`config.mk`:
```
export PLATFORM = sky130hd
export DESIGN_NAME = round_robin_task_scheduler_flat
export DESIGN_NICKNAME = d
export VERILOG_FILES = /design/src/rrts_pkg.sv /design/src/rrts_if.sv /design/src/rrts_ctrl.sv /design/src/rrts_dp.sv /design/src/round_robin_task_scheduler.sv /design/src/flat_wrapper.sv
export VERILOG_INCLUDE_DIRS = /design/src /design/src/src
export SDC_FILE = /design/constraint.sdc
export NUM_CORES = 2
export LEC_CHECK = 0
export ABC_AREA = 1
export BUFFER_PORTS_ARGS = -buffer_cell sky130_fd_sc_hd__buf_2
export CAP_MARGIN = 25
export CORE_MARGIN = 8
export CORE_UTILIZATION = 33
export DETAILED_ROUTE_END_ITERATION = 12
export PLACE_DENSITY = 0.49
export SLEW_MARGIN = 20
export SYNTH_ARGS = -nofsm -noshare
export SYNTH_HDL_FRONTEND = slang
export SYNTH_SLANG_ARGS = --single-unit
```
`constraint.sdc`:
```
create_clock -name clk -period 13.65 [get_ports clk]
set_input_delay 2.0475 -clock clk [delete_from_list [all_inputs] [get_ports clk]]
set_output_delay 2.0475 -clock clk [all_outputs]
set_load 0.1 [all_outputs]
```
`src/round_robin_task_scheduler_macros.svh`:
```
// Assertion macros for the round-robin scheduler.
// Each macro expects clk and arst_n to be visible where it is used.
`ifndef ROUND_ROBIN_TASK_SCHEDULER_MACROS_SVH
`define ROUND_ROBIN_TASK_SCHEDULER_MACROS_SVH

// Same-cycle implication.
`define RRTS_ASSERT_IMP(lbl, ante, cons, msg) \
	lbl: assert property (@(posedge clk) disable iff (!arst_n) (ante) |-> (cons)) \
		else $error(msg);

// Next-cycle implication.
`define RRTS_ASSERT_NXT(lbl, ante, cons, msg) \
	lbl: assert property (@(posedge clk) disable iff (!arst_n) (ante) |=> (cons)) \
		else $error(msg);

`endif

```
`src/rrts_pkg.sv`:
```
`default_nettype none

package rrts_pkg;

	localparam int QUEUE_DEPTH = 16;

	localparam int ID_W     = 16;
	localparam int TIME_W   = 32;
	localparam int TICK_W   = 16;
	localparam int CFG_IDX_W = 1;
	localparam int CFG_W    = 16;

	// Register indexes on the configuration port
	localparam logic [CFG_IDX_W-1:0] CFG_TICK_LENGTH = 1'b0;
	localparam logic [CFG_IDX_W-1:0] CFG_SLICE_LIMIT = 1'b1;

	localparam logic [TICK_W-1:0] TICK_LENGTH_RST = 16'd1;
	localparam logic [TICK_W-1:0] SLICE_LIMIT_RST = 16'd50;

	// Input commands
	localparam logic CMD_TICK = 1'b0;
	localparam logic CMD_ADD  = 1'b1;

	// One queued or running task
	typedef struct packed {
		logic [ID_W-1:0]   id;
		logic [TIME_W-1:0] length;
		logic [TIME_W-1:0] elapsed;
	} entry_t;

	// One input item
	typedef struct packed {
		logic              command;
		logic [TIME_W-1:0] now_time;
		logic [ID_W-1:0]   new_task_id;
		logic [TIME_W-1:0] new_task_length;
	} item_t;

	// One result item
	typedef struct packed {
		logic              done_flag;
		logic [ID_W-1:0]   done_task_id;
		logic [TIME_W-1:0] done_time;
		logic              started_flag;
		logic              running_flag;
		logic [ID_W-1:0]   running_task_id;
		logic              queue_full_flag;
	} result_t;

	// Controller to datapath
	typedef struct packed {
		logic capture;
		logic commit;
	} cmd_t;

	// Datapath status
	typedef struct packed {
		logic cpu_busy;
		logic queue_empty;
		logic queue_full;
	} status_t;

endpackage

`default_nettype wire

```
`src/rrts_if.sv`:
```
`default_nettype none

// Task request channel
interface rrts_req_if;
	logic                       valid;
	logic                       ready;
	logic                       command;
	logic [rrts_pkg::TIME_W-1:0] now_time;
	logic [rrts_pkg::ID_W-1:0]   new_task_id;
	logic [rrts_pkg::TIME_W-1:0] new_task_length;

	modport source (output valid, command, now_time, new_task_id, new_task_length,
		input ready);
	modport sink (input valid, command, now_time, new_task_id, new_task_length,
		output ready);
endinterface

// Scheduler result channel
interface rrts_rsp_if;
	logic                       valid;
	logic                       ready;
	logic                       done_flag;
	logic [rrts_pkg::ID_W-1:0]   done_task_id;
	logic [rrts_pkg::TIME_W-1:0] done_time;
	logic                       started_flag;
	logic                       running_flag;
	logic [rrts_pkg::ID_W-1:0]   running_task_id;
	logic                       queue_full_flag;

	modport source (output valid, done_flag, done_task_id, done_time, started_flag,
		running_flag, running_task_id, queue_full_flag, input ready);
	modport sink (input valid, done_flag, done_task_id, done_time, started_flag,
		running_flag, running_task_id, queue_full_flag, output ready);
endinterface

`default_nettype wire

```
`src/rrts_ctrl.sv`:
```
`default_nettype none

module rrts_ctrl (
	input  wire logic          clk,
	input  wire logic          arst_n,
	input  wire logic          req_valid,
	output logic               req_ready,
	output logic               rsp_valid,
	input  wire logic          rsp_ready,
	output rrts_pkg::cmd_t     cmd
);

	typedef enum logic [2:0] {
		ST_IDLE = 3'b001,
		ST_LOAD = 3'b010,
		ST_EXEC = 3'b100
	} state_t;

	state_t state_q, state_d;
	logic   out_valid_q;
	logic   can_commit;

	// Result slot is free or drains this cycle
	assign can_commit  = !out_valid_q || rsp_ready;
	assign req_ready   = (state_q == ST_IDLE) || ((state_q == ST_EXEC) && can_commit);
	assign cmd.capture = req_valid && req_ready;
	assign cmd.commit  = (state_q == ST_EXEC) && can_commit;
	assign rsp_valid   = out_valid_q;

	// Advance the item sequence
	always_comb begin
		state_d = state_q;
		unique case (state_q)
			ST_IDLE: begin
				if (cmd.capture) state_d = ST_LOAD;
			end
			ST_LOAD: begin
				state_d = ST_EXEC;
			end
			ST_EXEC: begin
				if (cmd.commit) state_d = cmd.capture ? ST_LOAD : ST_IDLE;
			end
			default: begin
				state_d = ST_IDLE;
			end
		endcase
	end

	always_ff @(posedge clk or negedge arst_n) begin
		if (!arst_n) begin
			state_q <= ST_IDLE;
		end else begin
			state_q <= state_d;
		end
	end

	// Hold the result until the sink takes the transaction
	always_ff @(posedge clk or negedge arst_n) begin
		if (!arst_n) begin
			out_valid_q <= 1'b0;
		end else if (cmd.commit) begin
			out_valid_q <= 1'b1;
		end else if (rsp_ready) begin
			out_valid_q <= 1'b0;
		end
	end

endmodule

`default_nettype wire

```
`src/rrts_dp.sv`:
```
`default_nettype none

module rrts_dp #(
	parameter int QUEUE_DEPTH = rrts_pkg::QUEUE_DEPTH
) (
	input  wire logic                          clk,
	input  wire logic                          arst_n,
	input  wire rrts_pkg::cmd_t                cmd,
	input  wire rrts_pkg::item_t               item,
	input  wire logic                          cfg_we,
	input  wire logic [rrts_pkg::CFG_IDX_W-1:0] cfg_index,
	input  wire logic [rrts_pkg::CFG_W-1:0]     cfg_data,
	output rrts_pkg::result_t                  result,
	output rrts_pkg::status_t                  status
);

	localparam int PTR_W = (QUEUE_DEPTH > 1) ? $clog2(QUEUE_DEPTH) : 1;
	localparam int CNT_W = $clog2(QUEUE_DEPTH + 1);
	localparam logic [PTR_W-1:0] PTR_LAST = PTR_W'(QUEUE_DEPTH - 1);
	localparam logic [CNT_W-1:0] CNT_FULL = CNT_W'(QUEUE_DEPTH);

	localparam int TW = rrts_pkg::TIME_W;
	localparam int SW = rrts_pkg::TICK_W;

	// Ready queue storage
	rrts_pkg::entry_t mem [QUEUE_DEPTH];
	rrts_pkg::entry_t rd_q;

	rrts_pkg::item_t  item_s1;
	rrts_pkg::result_t res_q;

	logic [PTR_W-1:0] head_q, tail_q;
	logic [CNT_W-1:0] count_q;
	logic [SW-1:0]    tick_q, limit_q;

	logic                         busy_q;
	logic [rrts_pkg::ID_W-1:0]     cpu_id_q;
	logic [TW-1:0]                cpu_len_q, cpu_el_q;
	logic [SW-1:0]                cpu_sl_q;

	// Next-state values of one step
	logic                         busy_d;
	logic [rrts_pkg::ID_W-1:0]     cpu_id_d;
	logic [TW-1:0]                cpu_len_d, cpu_el_d;
	logic [SW-1:0]                cpu_sl_d;
	logic                         push, pop;
	rrts_pkg::entry_t             push_e;
	rrts_pkg::result_t            res_d;
	logic [TW:0]                  e_sum;
	logic [SW:0]                  s_sum;
	logic [TW-1:0]                e_sat;
	logic [SW-1:0]                s_sat;
	logic                         q_empty, q_full;

	assign q_empty = (count_q == '0);
	assign q_full  = (count_q >= CNT_FULL);

	// Saturating time update
	assign e_sum = {1'b0, cpu_el_q} + {{(TW + 1 - SW){1'b0}}, tick_q};
	assign s_sum = {1'b0, cpu_sl_q} + {1'b0, tick_q};
	assign e_sat = e_sum[TW] ? {TW{1'b1}} : e_sum[TW-1:0];
	assign s_sat = s_sum[SW] ? {SW{1'b1}} : s_sum[SW-1:0];

	// Work out one step
	always_comb begin
		busy_d    = busy_q;
		cpu_id_d  = cpu_id_q;
		cpu_len_d = cpu_len_q;
		cpu_el_d  = cpu_el_q;
		cpu_sl_d  = cpu_sl_q;
		push      = 1'b0;
		pop       = 1'b0;
		push_e    = '{id: item_s1.new_task_id, length: item_s1.new_task_length,
			elapsed: '0};
		res_d     = '0;

		if (item_s1.command == rrts_pkg::CMD_ADD) begin
			if (q_full) res_d.queue_full_flag = 1'b1;
			else        push = 1'b1;
		end else begin
			if (busy_q) begin
				res_d.started_flag = (cpu_el_q == '0);
				cpu_el_d = e_sat;
				cpu_sl_d = s_sat;
				if (e_sat >= cpu_len_q) begin
					res_d.done_flag    = 1'b1;
					res_d.done_task_id = cpu_id_q;
					res_d.done_time    = item_s1.now_time;
					busy_d    = 1'b0;
					cpu_id_d  = '0;
					cpu_len_d = '0;
					cpu_el_d  = '0;
					cpu_sl_d  = '0;
				end else if (s_sat >= limit_q) begin
					if (q_empty) begin
						cpu_sl_d = '0;
					end else begin
						pop    = 1'b1;
						push   = 1'b1;
						push_e = '{id: cpu_id_q, length: cpu_len_q, elapsed: e_sat};
					end
				end
			end
			if (!busy_d && !q_empty) pop = 1'b1;
		end

		// Dispatch the queue head
		if (pop) begin
			busy_d    = 1'b1;
			cpu_id_d  = rd_q.id;
			cpu_len_d = rd_q.length;
			cpu_el_d  = rd_q.elapsed;
			cpu_sl_d  = '0;
		end

		res_d.running_flag    = busy_d;
		res_d.running_task_id = busy_d ? cpu_id_d : '0;
	end

	// Capture the accepted transaction
	always_ff @(posedge clk) begin
		if (cmd.capture) item_s1 <= item;
	end

	// Queue memory: write at tail, registered read at head
	always_ff @(posedge clk) begin
		if (cmd.commit && push) mem[tail_q] <= push_e;
		rd_q <= mem[head_q];
	end

	// Result payload
	always_ff @(posedge clk) begin
		if (cmd.commit) res_q <= res_d;
	end

	// Configuration registers
	always_ff @(posedge clk or negedge arst_n) begin
		if (!arst_n) begin
			tick_q  <= rrts_pkg::TICK_LENGTH_RST;
			limit_q <= rrts_pkg::SLICE_LIMIT_RST;
		end else if (cfg_we) begin
			if (cfg_index == rrts_pkg::CFG_TICK_LENGTH)      tick_q  <= cfg_data;
			else if (cfg_index == rrts_pkg::CFG_SLICE_LIMIT) limit_q <= cfg_data;
		end
	end

	// CPU and queue pointers
	always_ff @(posedge clk or negedge arst_n) begin
		if (!arst_n) begin
			busy_q    <= 1'b0;
			cpu_id_q  <= '0;
			cpu_len_q <= '0;
			cpu_el_q  <= '0;
			cpu_sl_q  <= '0;
			head_q    <= '0;
			tail_q    <= '0;
			count_q   <= '0;
		end else if (cmd.commit) begin
			busy_q    <= busy_d;
			cpu_id_q  <= cpu_id_d;
			cpu_len_q <= cpu_len_d;
			cpu_el_q  <= cpu_el_d;
			cpu_sl_q  <= cpu_sl_d;
			if (pop)  head_q <= (head_q == PTR_LAST) ? '0 : head_q + 1'b1;
			if (push) tail_q <= (tail_q == PTR_LAST) ? '0 : tail_q + 1'b1;
			if (push && !pop)      count_q <= count_q + 1'b1;
			else if (pop && !push) count_q <= count_q - 1'b1;
		end
	end

	assign result             = res_q;
	assign status.cpu_busy    = busy_q;
	assign status.queue_empty = q_empty;
	assign status.queue_full  = q_full;

endmodule

`default_nettype wire

```
`src/round_robin_task_scheduler.sv`:
```
// A result is registered when its item commits, once the item is captured and the
// queue head read; a stalled result channel holds the commit back. A new item is taken
// only as the previous one commits (head read in ST_LOAD, CPU and tail in ST_EXEC).
// Reset (arst_n, asynchronous): CPU idle, queue empty, tick_length 1, slice_limit 50.
// The queue memory is not cleared; only entries holding queued tasks are dispatched.
`default_nettype none
`include "round_robin_task_scheduler_macros.svh"

module round_robin_task_scheduler #(
	parameter int QUEUE_DEPTH = rrts_pkg::QUEUE_DEPTH
) (
	input  wire logic                           clk,
	input  wire logic                           arst_n,
	rrts_req_if.sink                            req,
	rrts_rsp_if.source                          rsp,
	input  wire logic                           cfg_we,
	input  wire logic [rrts_pkg::CFG_IDX_W-1:0] cfg_index,
	input  wire logic [rrts_pkg::CFG_W-1:0]     cfg_data
);

	rrts_pkg::cmd_t    cmd;
	rrts_pkg::status_t status;
	rrts_pkg::item_t   item;
	rrts_pkg::result_t result;

	assign item.command         = req.command;
	assign item.now_time        = req.now_time;
	assign item.new_task_id     = req.new_task_id;
	assign item.new_task_length = req.new_task_length;

	rrts_ctrl u_ctrl (
		.clk       (clk),
		.arst_n    (arst_n),
		.req_valid (req.valid),
		.req_ready (req.ready),
		.rsp_valid (rsp.valid),
		.rsp_ready (rsp.ready),
		.cmd       (cmd)
	);

	rrts_dp #(
		.QUEUE_DEPTH (QUEUE_DEPTH)
	) u_dp (
		.clk       (clk),
		.arst_n    (arst_n),
		.cmd       (cmd),
		.item      (item),
		.cfg_we    (cfg_we),
		.cfg_index (cfg_index),
		.cfg_data  (cfg_data),
		.result    (result),
		.status    (status)
	);

	// Drive the result channel payload
	assign rsp.done_flag       = result.done_flag;
	assign rsp.done_task_id    = result.done_task_id;
	assign rsp.done_time       = result.done_time;
	assign rsp.started_flag    = result.started_flag;
	assign rsp.running_flag    = result.running_flag;
	assign rsp.running_task_id = result.running_task_id;
	assign rsp.queue_full_flag = result.queue_full_flag;

	// Check one item in flight, queue bookkeeping and result consistency
	`RRTS_ASSERT_NXT(a_one_in_flight, req.valid && req.ready, !req.ready, "second item taken while busy")
	`RRTS_ASSERT_IMP(a_queue_sane, 1'b1, !(status.queue_empty && status.queue_full), "queue empty and full")
	`RRTS_ASSERT_IMP(a_add_no_tick, rsp.valid && rsp.queue_full_flag, !rsp.done_flag && !rsp.started_flag, "rejected add also ticked")
	`RRTS_ASSERT_IMP(a_done_clean, rsp.valid && rsp.done_flag, !status.cpu_busy || rsp.running_flag, "done left CPU state inconsistent")

endmodule

`default_nettype wire

```
`src/flat_wrapper.sv`:
```
// flat-port wrapper written by rule: the top's interface ports become plain ports
module round_robin_task_scheduler_flat 
#(
	parameter int QUEUE_DEPTH = rrts_pkg::QUEUE_DEPTH
)
  (clk, arst_n, cfg_we, cfg_index, cfg_data, req_valid, req_command, req_now_time, req_new_task_id, req_new_task_length, req_ready, rsp_valid, rsp_done_flag, rsp_done_task_id, rsp_done_time, rsp_started_flag, rsp_running_flag, rsp_running_task_id, rsp_queue_full_flag, rsp_ready);
  rrts_req_if req_i ();
  rrts_rsp_if rsp_i ();
  input  wire logic clk;
  input  wire logic arst_n;
  input  wire logic cfg_we;
  input  wire logic [rrts_pkg::CFG_IDX_W-1:0] cfg_index;
  input  wire logic [rrts_pkg::CFG_W-1:0] cfg_data;
  input wire logic [$bits(req_i.valid)-1:0] req_valid;
  input wire logic [$bits(req_i.command)-1:0] req_command;
  input wire logic [$bits(req_i.now_time)-1:0] req_now_time;
  input wire logic [$bits(req_i.new_task_id)-1:0] req_new_task_id;
  input wire logic [$bits(req_i.new_task_length)-1:0] req_new_task_length;
  output wire logic [$bits(req_i.ready)-1:0] req_ready;
  output wire logic [$bits(rsp_i.valid)-1:0] rsp_valid;
  output wire logic [$bits(rsp_i.done_flag)-1:0] rsp_done_flag;
  output wire logic [$bits(rsp_i.done_task_id)-1:0] rsp_done_task_id;
  output wire logic [$bits(rsp_i.done_time)-1:0] rsp_done_time;
  output wire logic [$bits(rsp_i.started_flag)-1:0] rsp_started_flag;
  output wire logic [$bits(rsp_i.running_flag)-1:0] rsp_running_flag;
  output wire logic [$bits(rsp_i.running_task_id)-1:0] rsp_running_task_id;
  output wire logic [$bits(rsp_i.queue_full_flag)-1:0] rsp_queue_full_flag;
  input wire logic [$bits(rsp_i.ready)-1:0] rsp_ready;
  assign req_i.valid = req_valid;
  assign req_i.command = req_command;
  assign req_i.now_time = req_now_time;
  assign req_i.new_task_id = req_new_task_id;
  assign req_i.new_task_length = req_new_task_length;
  assign req_ready = req_i.ready;
  assign rsp_valid = rsp_i.valid;
  assign rsp_done_flag = rsp_i.done_flag;
  assign rsp_done_task_id = rsp_i.done_task_id;
  assign rsp_done_time = rsp_i.done_time;
  assign rsp_started_flag = rsp_i.started_flag;
  assign rsp_running_flag = rsp_i.running_flag;
  assign rsp_running_task_id = rsp_i.running_task_id;
  assign rsp_queue_full_flag = rsp_i.queue_full_flag;
  assign rsp_i.ready = rsp_ready;
  round_robin_task_scheduler #(.QUEUE_DEPTH(QUEUE_DEPTH)) u_core (.clk(clk), .arst_n(arst_n), .req(req_i), .rsp(rsp_i), .cfg_we(cfg_we), .cfg_index(cfg_index), .cfg_data(cfg_data));
endmodule
```
==> results.md <==
- Count of routing violations after the opening detailed-route iteration: 3984
- Routed via count divided by cell count: 5.13
- Sequential share of the synthesized area: 71.2%
- Post-Synth Adder-Cell Area: 1.72%
- RSZ-0062 raised after global routing: false
- Maximum buffer depth of the clock tree: 3
- Clock Skews: 59.7 ps
- Setup slack, reg-to-reg: 6300 ps
- Area share of the largest cell type after synthesis: 63.4%
- Commonest cells after routing, fill and taps aside: 1429 x sky130_fd_sc_hd__edfxtp_1, 868 x sky130_fd_sc_hd__nor2_1, 807 x sky130_fd_sc_hd__nand2_1
- Post-layout total power: 15.3 mW
- Layout cell share with drive strength beyond 1: 10.8%
- Routability Congestion: 0.874
- Level count of the clock H-tree: 4
- Total I/O pin count: 173
- Count of nets after finishing: 5882
- Number of max-cap violations: 0
- Number of buffers inserted during clock tree synthesis: 172
- Drt pass-1 iters: 6
- Type of origin of the critical path: flop
- Clock Latency Late Sink: 810 ps
- Count of standard-cell rows: 166
- Starting density of the core: 33.1%
- Portion of the clock cycle consumed by the worst path in the final layout: 53.9%
- Die Span X: 469 um
- Number of global-route vias before repair: 42900
- Multiplexer share of the synthesized area: 1.82%
- Remaining Overflow, GRT: 0
- Final design utilization: 38.0%
- PostCTS Resize Cnt: 0
- Final standard cell count with taps included and fillers excluded: 8530
- Critical setup path kind: reg2reg
- Final number of hold-violating endpoints: 0
- Finish-stage setup viols: 0
- Summed instance area of the synthesized netlist: 0.0677 mm2
- Count of nets left with antenna violations after detail routing: 0
- Detail-routed net length per standard cell: 22.4 um
- Area of the placeable core: 0.204 mm2
- Clock tree from TritonCTS: done
- Time the worst path needs with I/O delays and setup: 7350 ps
- Die ar.: 0.220 mm2
- Mapped Cells: 5520
- Post-layout instance area: 0.0776 mm2
- Leakage component of the power: 27.0 nW
- Transition time at the pin with the least slew margin: 1030 ps
- Area growth from synthesis to final layout: 14.6%
- Top cells by area in the synthesized netlist: sky130_fd_sc_hd__edfxtp_1 63%, sky130_fd_sc_hd__dfrtp_1 5.2%, sky130_fd_sc_hd__nor2_1 4.8%
- Complex-gate fraction of the synthesized area: 8.76%
- Min-delay worst type: reg2reg
- Placed instance area: 0.0720 mm2
- Worst EP required: 14060 ps
- Maximum VDD drop: 236 uV
- Fmax: 136 MHz
- Cts hold-fix bufs: 0
- Drc violations: 0
- Number of buffers added on ports: 172
- Half-perimeter wire length after detailed placement: 109 mm
- Die Y-Extent: 469 um
- Post-Synth Simple-Gate Area: 12.6%
- Wire length of the first global-routing pass: 283 mm
- Result of the run: finished clean
- Dominant cell type by area after synthesis: sky130_fd_sc_hd__edfxtp_1
- DR vias: 43700
- Maximum fanout along the worst path: 49
- Syn. warnings: 0
- Final count of pins violating max slew: 0
- TritonCTS Sinks: 1655
- Setup_tns: 0 ps
- Count of distinct cell types in the synthesized netlist: 48
- GR Util All Layers: 16.9%
- Post-synth ARST share: 8.82%
- Leading register cell type out of synthesis: sky130_fd_sc_hd__edfxtp_1
- Largest net degree at the start of global routing: 205
- Post-Synth XOR/XNOR Area: 0.310%
- Flops & latches, synth: 1655
- Routed Wire Length: 191 mm
- Antenna violations before repair: 8
- Worst slew margin relative to its limit: 31.1%
- Critical Path End Type: flop
- Arr. time, crit path: 7760 ps
- Leading cell type in the layout, fill and taps excluded: sky130_fd_sc_hd__edfxtp_1
- Root Buffer: sky130_fd_sc_hd__clkbuf_16
- Number of buffers added for setup after CTS: 0
- Post-synth net total: 5714
- Clock-pin slew on the worst setup and hold paths: 60 ps
- Power per unit of standard cell area: 197 mW/mm2
- Main combinational cell family by area after synthesis: simple AND/OR/NAND/NOR gates
- Number of enable-type register cells in the synthesized netlist: 1429
- Average cell area after synthesis: 12.3 um2
- Placed cell count: 8196
==> cell families (layout without fill, tap and decap cells) <==
| kind of cell | after synthesis | count (layout) |
|---|---|---|
| flip-flops | 1655 | 1655 |
| other | 0 | 2 |
| AO/OA/AOI/OAI | 905 | 905 |
| AND/OR/NAND/NOR | 2085 | 2085 |
| buffers and inverters | 637 | 957 |
| XOR/XNOR | 24 | 24 |
| adder cells (fa/ha/maj) | 91 | 91 |
| multiplexers | 123 | 123 |
==> where the power goes <==
| group | total [mW] | leakage, nW | switching (mW) | internal, mW |
|---|---|---|---|---|
| combinational | 4.36 | 9.52 | 3.17 | 1.19 |
| clock | 4.60 | 2.70 | 2.00 | 2.61 |
| sequential | 6.33 | 14.8 | 0.240 | 6.09 |
==> worst paths after layout <==
path,from,end,cells past startpoint
max,u_core.u_dp.tick_q[0]$_DFFE_PN1P_,u_core.u_dp.mem[12][21]$_DFFE_PP_,23
min,u_core.u_dp.cpu_len_q[1]$_DFFE_PN0P_,u_core.u_dp.cpu_len_q[1]$_DFFE_PN0P_,2
max reg2reg,u_core.u_dp.tick_q[0]$_DFFE_PN1P_,u_core.u_dp.mem[12][21]$_DFFE_PP_,23
min reg2reg,u_core.u_dp.cpu_len_q[1]$_DFFE_PN0P_,u_core.u_dp.cpu_len_q[1]$_DFFE_PN0P_,2
max in group asynchronous,arst_n,u_core.u_dp.limit_q[14]$_DFFE_PN0P_,3
min in group asynchronous,arst_n,u_core.u_dp.count_q[0]$_DFFE_PN0P_,1
==> registers in the layout, summed over array words and instances, names as in the netlist, 5 cells and up <==
| name | flops |
|---|---|
| u_core.u_dp.cpu_el_q | 32 |
| u_core.u_dp.limit_q | 16 |
| u_core.u_dp.cpu_sl_q | 16 |
| u_core.u_dp.cpu_id_q | 16 |
| u_core.u_dp.item_s1 | 81 |
| u_core.u_dp.result | 68 |
| u_core.u_dp.tick_q | 16 |
| u_core.u_dp.cpu_len_q | 32 |
| u_core.u_dp.count_q | 5 |
| u_core.u_dp.mem | 1280 |
| u_core.u_dp.rd_q | 80 |
==> synthesized netlist by cell type, drive strengths merged, types with 37 or more instances <==
cell type  instances
nand2            809
mux2i            123
clkbuf           241
nor2             876
o211ai            37
o32ai            197
nand3            299
edfxtp          1429
ha                88
inv              313
o21ai            437
dfrtp            141
o221ai           123
buf               80
a21oi             76
dfxtp             80
==> metal layers <==
| metal | share of wire [%] | GRT usage (%) | up-vias |
|---|---|---|---|
| met4 | 2.1 | 3.97 | 0 |
| met5 | 0 | 0 | - |
| met2 | 46 | 26.5 | 1156 |
| li1 | - | - | 20200 |
| met1 | 47 | 24.9 | 22100 |
| met3 | 5.1 | 2.27 | 269 |
==> stage by stage <==
step | setup slack [ps] | hold WS [ps]
after floorplan | 4330 | 442
after global placement | 6170 | 454
after detailed placement | 6300 | 458
after CTS | 6300 | 473
after global routing | 5880 | 490
final | 6300 | 472
==> area by class of cell <==
cell class | count | area (um2)
repair buffers | 315 | 2070
multi-input cells | 3228 | 17200
flip-flops and latches | 1655 | 48200
inverters | 316 | 1200
well taps | 2688 | 3360
clock inverters | 60 | 659
diodes | 2 | 5.00
fillers | 19700 | 127000
clock buffers | 266 | 4890
==> worst max-delay path, cell delays in order (launching register included) <==
cell                      delay, ps
sky130_fd_sc_hd__dfstp_2        560
sky130_fd_sc_hd__ha_1           190
sky130_fd_sc_hd__fa_1           220
sky130_fd_sc_hd__nand3_1         80
sky130_fd_sc_hd__nand2_1        140
sky130_fd_sc_hd__nand3_1         90
sky130_fd_sc_hd__nand2_1        140
sky130_fd_sc_hd__nand2_1        100
sky130_fd_sc_hd__nand2_1        140
sky130_fd_sc_hd__nand3_2        560
sky130_fd_sc_hd__buf_16         410
sky130_fd_sc_hd__nand3_1        140
sky130_fd_sc_hd__ha_1           260
sky130_fd_sc_hd__a21oi_1        180
sky130_fd_sc_hd__o21ai_0        120
sky130_fd_sc_hd__a21oi_1        140
sky130_fd_sc_hd__nand2_1        110
sky130_fd_sc_hd__nand2_1        120
sky130_fd_sc_hd__nand4_1        220
sky130_fd_sc_hd__nand2_1        200
sky130_fd_sc_hd__nand2_1        470
sky130_fd_sc_hd__nor3_2         870
sky130_fd_sc_hd__buf_4          580
sky130_fd_sc_hd__buf_4          850
(Power assumes the default switching activity.)
